===== src/hw/rtl/lctr_pkg.sv =====
// Shared types and codes for the line cache tag and replacement engine.
package lctr_pkg;

  localparam logic [1:0] MODE_REQUEST = 2'd0;
  localparam logic [1:0] MODE_FRAME   = 2'd1;
  localparam logic [1:0] MODE_EVICT   = 2'd2;
  localparam logic [1:0] MODE_CLEAR   = 2'd3;

  localparam logic [2:0] ST_HIT     = 3'd0;
  localparam logic [2:0] ST_INSERT  = 3'd1;
  localparam logic [2:0] ST_OUTSIDE = 3'd2;
  localparam logic [2:0] ST_NONE    = 3'd3;
  localparam logic [2:0] ST_DONE    = 3'd4;

  localparam int unsigned MB_W = 7;

  typedef struct packed {
    logic        vld;
    logic [15:0] file;
    logic [30:0] line;
    logic [7:0]  pers;
    logic [31:0] frame;
  } entry_t;

  // controller -> datapath
  typedef struct packed {
    logic       accept;
    logic       hit_start;
    logic       vic_start;
    logic       scan_run;
    logic       clr_start;
    logic       clr_run;
    logic       wr_upd;
    logic       wr_evict;
    logic       wr_ins;
    logic       frame_inc;
    logic       clr_count;
    logic       st_set;
    logic [2:0] st_code;
    logic       load_out;
  } cmd_t;

  // datapath -> controller
  typedef struct packed {
    logic       scan_done;
    logic       sweep_last;
    logic       found;
    logic       best_vld;
    logic       over_cap;
    logic       outside;
    logic       no_free;
    logic       out_busy;
    logic [1:0] mode;
  } stat_t;

endpackage


===== src/hw/rtl/lctr_ctrl.sv =====
// Sequencer for request, frame, evict and clear operations.
module lctr_ctrl (
  input  logic           clk,
  input  logic           rst_n,
  input  logic           in_valid,
  output logic           in_ready,
  input  logic [1:0]     in_mode,
  input  lctr_pkg::stat_t st,
  output lctr_pkg::cmd_t  cmd
);

  typedef enum logic [9:0] {
    S_INIT  = 10'b0000000001,
    S_IDLE  = 10'b0000000010,
    S_HSCAN = 10'b0000000100,
    S_DEC   = 10'b0000001000,
    S_VSCAN = 10'b0000010000,
    S_EVICT = 10'b0000100000,
    S_INS   = 10'b0001000000,
    S_UPD   = 10'b0010000000,
    S_CLR   = 10'b0100000000,
    S_DONE  = 10'b1000000000
  } state_t;

  state_t state_r, state_nxt;

  assign in_ready = (state_r == S_IDLE);

  always_ff @(posedge clk) begin
    if (!rst_n) begin
      state_r <= S_INIT;
    end else begin
      state_r <= state_nxt;
    end
  end

  always_comb begin
    state_nxt = state_r;
    cmd = '0;
    case (state_r)
      S_INIT: begin
        cmd.clr_run = 1'b1;
        if (st.sweep_last) begin
          state_nxt = S_IDLE;
        end
      end
      S_IDLE: begin
        if (in_valid) begin
          cmd.accept = 1'b1;
          cmd.st_set = 1'b1;
          cmd.st_code = lctr_pkg::ST_DONE;
          case (in_mode)
            lctr_pkg::MODE_REQUEST: begin
              cmd.hit_start = 1'b1;
              state_nxt = S_HSCAN;
            end
            lctr_pkg::MODE_FRAME: begin
              cmd.frame_inc = 1'b1;
              state_nxt = S_DONE;
            end
            lctr_pkg::MODE_EVICT: begin
              cmd.vic_start = 1'b1;
              state_nxt = S_VSCAN;
            end
            default: begin
              cmd.clr_count = 1'b1;
              cmd.clr_start = 1'b1;
              state_nxt = S_CLR;
            end
          endcase
        end
      end
      S_HSCAN: begin
        cmd.scan_run = 1'b1;
        if (st.scan_done) begin
          state_nxt = st.found ? S_UPD : S_DEC;
        end
      end
      S_DEC: begin
        if (st.over_cap) begin
          cmd.vic_start = 1'b1;
          state_nxt = S_VSCAN;
        end else if (st.outside) begin
          cmd.st_set = 1'b1;
          cmd.st_code = lctr_pkg::ST_OUTSIDE;
          state_nxt = S_DONE;
        end else if (st.no_free) begin
          cmd.st_set = 1'b1;
          cmd.st_code = lctr_pkg::ST_NONE;
          state_nxt = S_DONE;
        end else begin
          state_nxt = S_INS;
        end
      end
      S_VSCAN: begin
        cmd.scan_run = 1'b1;
        if (st.scan_done) begin
          if (st.best_vld) begin
            state_nxt = S_EVICT;
          end else begin
            cmd.st_set = 1'b1;
            cmd.st_code = lctr_pkg::ST_NONE;
            state_nxt = S_DONE;
          end
        end
      end
      S_EVICT: begin
        cmd.wr_evict = 1'b1;
        state_nxt = (st.mode == lctr_pkg::MODE_EVICT) ? S_DONE : S_DEC;
      end
      S_INS: begin
        cmd.wr_ins = 1'b1;
        cmd.st_set = 1'b1;
        cmd.st_code = lctr_pkg::ST_INSERT;
        state_nxt = S_DONE;
      end
      S_UPD: begin
        cmd.wr_upd = 1'b1;
        cmd.st_set = 1'b1;
        cmd.st_code = lctr_pkg::ST_HIT;
        state_nxt = S_DONE;
      end
      S_CLR: begin
        cmd.clr_run = 1'b1;
        if (st.sweep_last) begin
          state_nxt = S_DONE;
        end
      end
      S_DONE: begin
        if (!st.out_busy) begin
          cmd.load_out = 1'b1;
          state_nxt = S_IDLE;
        end
      end
      default: begin
        state_nxt = S_IDLE;
      end
    endcase
  end

endmodule


===== config.mk =====
export PLATFORM = sky130hd
export DESIGN_NAME = lctr_ctrl
export DESIGN_NICKNAME = d
export VERILOG_FILES = /design/src/hw/rtl/lctr_pkg.sv /design/src/hw/rtl/lctr_ctrl.sv
export SDC_FILE = /design/constraint.sdc
export NUM_CORES = 1
export LEC_CHECK = 0
export BUFFER_PORTS_ARGS = -buffer_cell sky130_fd_sc_hd__buf_2
export CORE_MARGIN = 8
export CORE_UTILIZATION = 47
export CTS_BUF_LIST = sky130_fd_sc_hd__clkbuf_2
export CTS_CLUSTER_SIZE = 25
export DETAILED_ROUTE_END_ITERATION = 6
export PLACE_DENSITY_LB_ADDON = 0.3
export SYNTH_ARGS = -nofsm -noshare
export SYNTH_HDL_FRONTEND = slang
export SYNTH_SLANG_ARGS = --single-unit

===== constraint.sdc =====
create_clock -name clk -period 1.79 [get_ports clk]
set_input_delay 0 -clock clk [delete_from_list [all_inputs] [get_ports clk]]
set_output_delay 0 -clock clk [all_outputs]
set_load 0.005 [all_outputs]

==> results of run 1 <==
==> per-layer routing <==
layer  up-vias  global-route usage (%)  routed length, um
li1        543                       -                  -
met1       552                    20.5               1340
met2        57                    28.7               1770
met3         2                    1.03                218
met4         0                    4.87                 20
met5         -                       0                  0
==> cells in the mapped netlist (2+ instances only) <==
| cell type | number |
|---|---|
| a21oi_1 | 6 |
| and3_1 | 2 |
| buf_4 | 4 |
| buf_6 | 3 |
| dfxtp_1 | 10 |
| inv_1 | 9 |
| nand2_1 | 5 |
| nand2b_1 | 2 |
| nand3_1 | 3 |
| nand4_1 | 5 |
| nor2_1 | 10 |
| nor2b_1 | 5 |
| nor3_1 | 5 |
| nor3_2 | 2 |
| nor3b_1 | 6 |
| nor4_4 | 2 |
| o211ai_1 | 2 |
| o21ai_0 | 2 |
| o21ai_1 | 3 |
| or3_1 | 2 |
| xnor2_1 | 3 |
| xor2_1 | 2 |
==> path summary, 6_finish.rpt <==
kind                            cells after the start       start          to  slack, ns
worst max-delay path                                7  state_r[8]      cmd[4]       0.02
worst min register to register                      2  state_r[0]  state_r[0]       0.57
worst max register to register                      6  state_r[6]  state_r[4]       0.03
worst min-delay path                                3       st[6]  state_r[5]       0.03
==> cells by family (layout without fill, tap and decap cells) <==
| family | after synthesis | count (layout) |
|---|---|---|
| AOI/OAI and AO/OA | 26 | 26 |
| xor gates and xnor gates | 5 | 5 |
| buffers and inverters | 17 | 67 |
| DFF | 10 | 10 |
| and+or+nand+nor | 62 | 62 |
==> power by group <==
| part | switching [mW] | total [mW] | internal (mW) |
|---|---|---|---|
| logic | 0.120 | 0.226 | 0.106 |
| registers | 0.0156 | 0.242 | 0.227 |
| clock network | 0.0785 | 0.124 | 0.0458 |
| total | 0.214 | 0.592 | 0.378 |
==> critical path, cell delays in order (launching register included) <==
cell and delay, ns:
dfxtp_4 0.40, nor3_2 0.17, buf_4 0.20, nand4_1 0.14
nor3b_2 0.27, or2_4 0.16, or3_1 0.09, buf_2 0.10
==> stage by stage <==
step | setup slack [ns] | util (%) | hold WS [ns] | power [mW] | setup TNS [ns]
2_1_floorplan | 0.0829 | - | 0.0311 | 0.352 | 0
3_3_place_gp | 0.0260 | 60.0 | 0.207 | 0.411 | 0
3_5_place_dp | -0.0260 | 60.0 | 0.207 | 0.415 | -0.0692
4_1_cts | -0.0867 | 65.3 | 0.0173 | 0.551 | -0.107
5_1_grt | -0.0931 | 73.5 | 0.0398 | 0.620 | -0.226
6_report | 0.0171 | 73.5 | 0.0301 | 0.592 | 0
==> layout make-up <==
class,instances,area (um2)
clock buffers,3,15.0
fillers,146,526
inverters,10,37.5
multi-input cells,93,808
flip-flops and latches,10,223
well taps,27,33.8
repair buffers,54,339
==> what timing repair did <==
action                                  in CTS  in global routing
endpoints found under the setup margin      14                 14
gates resized for setup                     16                 22
hold buffers                                 3                  0
pin swaps                                    3                 10
setup buffers                                2                  8
endpoints found under the hold margin        3                  0
==> flow_summary.json, run 1 <==
{
  "htreeDepth": 1,
  "crit_type": "reg -> out",
  "drive_above_1_share_pct": 56.5,
  "synthDistinctLibCells": 49,
  "synthAdderAreaFrac_pct": 0,
  "die-area_um2": 3830,
  "ys_ff_latch": 10,
  "place_area_um2": 1190,
  "drv_slew": 0,
  "yosys_warnings": 0,
  "end_kind": "primary output",
  "fin_crit_ns": 1.77,
  "hold_violations": 0,
  "power_density_nw_per_um2": 407,
  "grt_max_degree": 10,
  "area_growth_pct": 47.2,
  "clock-sinks": 10,
  "port-buffer-count": 31,
  "final_common_cell": "buf_2",
  "setup_viol": 0,
  "synth_mux_area_share_pct": 0,
  "largest-register": "state_r",
  "arrival_ns": 1.77,
  "io_pins": 32,
  "rsz0062_at_grt": "true",
  "yosysTopAreaCellShare_pct": 20.2,
  "finalClockSkew_ns": 0.00928,
  "syn-num-nets": 135,
  "p_leak_nw": 0.683,
  "synth_edf_count": 0,
  "yosysTopAreaCell": "dfxtp_1",
  "yosysSeqAreaShare_pct": 20.2,
  "wl_per_cell_um": 17.0,
  "synth-simple-area-share_pct": 43.0,
  "period_share_pct": 99.0,
  "cts.path.max_buffers": 2,
  "required_ns": 1.79,
  "drtIter0Drc": 45,
  "core_um2": 1980,
  "drtPass1Iterations": 4,
  "syn_area_per_cell_um2": 8.25,
  "grt_pass1_wl_mm": 4.80,
  "nets": 187,
  "antenna_found_initial": 0,
  "diodes": 0,
  "ant_nets": 0,
  "yosys.area_share.xor_xnor_pct": 4.42,
  "synth_compound_area_share_pct": 22.1,
  "post-route-drc-count": 0,
  "synth_cells": 120,
  "initial_utilization_pct": 49.9,
  "clkLatencyLatePin_ns": 0.24,
  "cp_max_fo": 9,
  "cts_tree": "built",
  "maxCapViolCount": 0,
  "clkTransAtPathRegs_ns": 0.11,
  "die_y_um": 61.9,
  "place.gp.congestion": 0.954,
  "fmax_mhz": 564,
  "final_cell_mix": "buf_2 (31), buf_4 (19), nor2_1 (10), inv_1 (8), dfxtp_2 (6)",
  "num_vias": 1154,
  "start_kind": "flip-flop",
  "slew-limit-headroom_pct": 74.9,
  "cts_root_buf": "clkbuf_2",
  "std_cell_rows": 16,
  "track_usage_pct": 16.3,
  "routed_wl_mm": 3.35,
  "grt.overflow.total": 0,
  "min_path_type": "in -> reg",
  "synth.area.top_cells": "dfxtp_1 (20%), nor3b_1 (4.6%), nor4_4 (4.3%)",
  "dieWidth_um": 61.9,
  "postSynth.asyncResetShare_pct": 0,
  "largestRegisters": "state_r: 10 flops",
  "synth-main-ff-cell": "dfxtp_1",
  "fin_area_um2": 1460,
  "numCtsBuffers": 3,
  "largest_register_ffs": 10,
  "vias_per_cell": 5.86,
  "synth_area_um2": 990,
  "status": "finished clean",
  "synth_top_family_by_area": "simple AND/OR/NAND/NOR gates",
  "tightest_slew_ns": 0.373,
  "final_cells": 197,
  "ir_drop_v": 0.000382,
  "dp_hpwl_mm": 2.28,
  "grt_pass1_vias": 1038,
  "dp.cells": 181
}
Note: power is estimated with default switching activity, not from simulation.
==> run 2, diff against run 1 <==
- BUFFER_PORTS_ARGS: -buffer_cell sky130_fd_sc_hd__buf_2 -> default
- CORE_UTILIZATION: 47 -> 55
- DONT_BUFFER_PORTS: default -> 1
- PLACE_DENSITY_LB_ADDON: 0.3 -> 0.25
==> run 2 against run 1 <==
The run now ends with negative setup slack left. Utilization grew 10 points. Sequential share of layout area grew 0.81 points. Die area shrank 11%. Largest cell class unchanged. Clock skew is essentially flat. Non-clock buffer count shrank 16. Register-to-register slack lost 0.12 ns. Count of clock-buffer cells in the layout is the same. Combinational power is essentially flat. Hold slack lost 0.0065 ns. Highest routed layer unchanged.
==> flow_summary.json, run 2 (synthesized netlist as in run 1, its figures left out) <==
{
  "place.gp.congestion": 0.888,
  "status": "finished, violations left",
  "clock-sinks": 10,
  "antenna_found_initial": 0,
  "r2r-end": "state_r[3]",
  "min_from": "st[5]",
  "tightest_slew_ns": 0.409,
  "min_path_type": "in -> reg",
  "die_y_um": 58.4,
  "cts_tree": "built",
  "p_leak_nw": 0.588,
  "io_pins": 32,
  "grt_pass1_vias": 1050,
  "largestRegisters": "state_r: 10 flops",
  "final_common_cell": "buf_4",
  "drv_slew": 0,
  "fin_util_pct": 83.7,
  "maxCapViolCount": 0,
  "diodes": 0,
  "port-buffer-count": 0,
  "final_cell_mix": "buf_4 (28), dlygate4sd3_1 (10), nor2_1 (9), inv_1 (8), dfxtp_4 (7)",
  "drtIter0Drc": 64,
  "fin_crit_ns": 1.88,
  "largest-register": "state_r",
  "clkTransAtPathRegs_ns": 0.13,
  "crit_type": "reg -> reg",
  "rsz0062_at_grt": "true",
  "nets": 171,
  "finalWorstSetupSlack_ns": -0.0893,
  "dp_hpwl_mm": 2.38,
  "vias_per_cell": 6.27,
  "place_area_um2": 1100,
  "arrival_ns": 2.05,
  "grt_pass1_wl_mm": 5.05,
  "routed_wl_mm": 3.69,
  "slew-limit-headroom_pct": 72.7,
  "drtPass1Iterations": 4,
  "r2r-start": "state_r[2]",
  "cp_max_fo": 5,
  "tns_ns": -0.531,
  "period_share_pct": 105,
  "fmax_mhz": 532,
  "dieWidth_um": 58.4,
  "finalClockSkew_ns": 0.00941,
  "wl_per_cell_um": 20.5,
  "htreeDepth": 1,
  "violations": "negative setup slack",
  "post-route-drc-count": 0,
  "drive_above_1_share_pct": 47.7,
  "cts.path.max_buffers": 2,
  "ir_drop_v": 0.000349,
  "required_ns": 1.96,
  "track_usage_pct": 18.5,
  "whs_path_depth": 3,
  "die-area_um2": 3410,
  "worst_hold_slack_ns": 0.0237,
  "r2r_cells": 5,
  "clkLatencyLatePin_ns": 0.29,
  "start_kind": "flip-flop",
  "rrSetupSlack_ns": -0.09,
  "num_vias": 1128,
  "p_total_mw": 0.611,
  "grt.overflow.total": 0,
  "ant_nets": 0,
  "fin_area_um2": 1430,
  "cts_root_buf": "clkbuf_2",
  "hold_violations": 0,
  "end_kind": "flip-flop",
  "std_cell_rows": 15,
  "numCtsBuffers": 3,
  "initial_utilization_pct": 57.9,
  "power_density_nw_per_um2": 428,
  "largest_register_ffs": 10,
  "core_um2": 1710,
  "grt_max_degree": 9,
  "area_growth_pct": 44.5,
  "worstHoldEndpoint": "state_r[4]",
  "setup_viol": 11
}
-- run 2: cell types whose count changed in the layout (fill, tap and decap cells not counted), moves of 2 or more --
cell,before,now
dfxtp_2,6,3
dfxtp_4,4,7
o21ai_2,0,2
buf_4,19,28
o21ai_1,3,1
buf_2,31,0
dlygate4sd3_1,3,10
-- run 2: power by group --
group	switching, mW	internal [mW]
sequential	0.0161	0.222
combinational	0.117	0.108
clock	0.100	0.0485
-- run 2: metal layers --
layer / part of all wire [%] / wire (um) / GRT usage, %
met3: 10 / 372 / 5.22
met1: 39 / 1450 / 21.9
met5: 0 / 0 / 0
met2: 50 / 1860 / 33.2
met4: 0.33 / 12 / 1.75
-- run 2: worst max-delay path by stage --
stage	from	endpoint	cells past startpoint
2_1_floorplan	state_r[6]	state_r[5]	6
3_3_place_gp	state_r[9]	state_r[4]	5
3_5_place_dp	state_r[9]	state_r[7]	5
4_1_cts	state_r[3]	cmd[4]	6
5_1_grt	state_r[5]	cmd[13]	6
6_report	state_r[2]	state_r[3]	5
-- run 2: repair_timing --
| item | 4_1_cts | 5_1_grt |
|---|---|---|
| hold buffers | 9 | 1 |
| pin swaps | 2 | 16 |
| hold endpoints to repair | 9 | 1 |
| buffers inserted | 1 | 8 |
| endpoints found under the setup margin | 8 | 18 |
| gates resized for setup | 11 | 29 |
| gates cloned | 0 | 0 |
-- run 2: layout make-up --
class | instances | area (um2)
Clock buffer | 3 | 15.0
Inverter | 10 | 40.0
Fill cell | 101 | 278
Timing Repair Buffer | 38 | 310
Tap cell | 25 | 31.3
Clock inverter | 1 | 3.75
Multi-Input combinational cell | 93 | 800
Sequential cell | 10 | 230
-- run 2: worst max-delay path, stage by stage (launching register included) --
cell     delay (ns)
dfxtp_4        0.39
or4_4          0.54
nor4_4         0.39
a22o_4         0.21
nor3_2         0.06
nor3b_2        0.17
-- run 2: stage by stage --
stage          std cells  worst slack, ns
3_3_place_gp         157           0.0828
2_1_floorplan        120           0.0829
5_1_grt              180           -0.145
4_1_cts              171          -0.0781
3_5_place_dp         157           0.0342
6_report             180          -0.0893
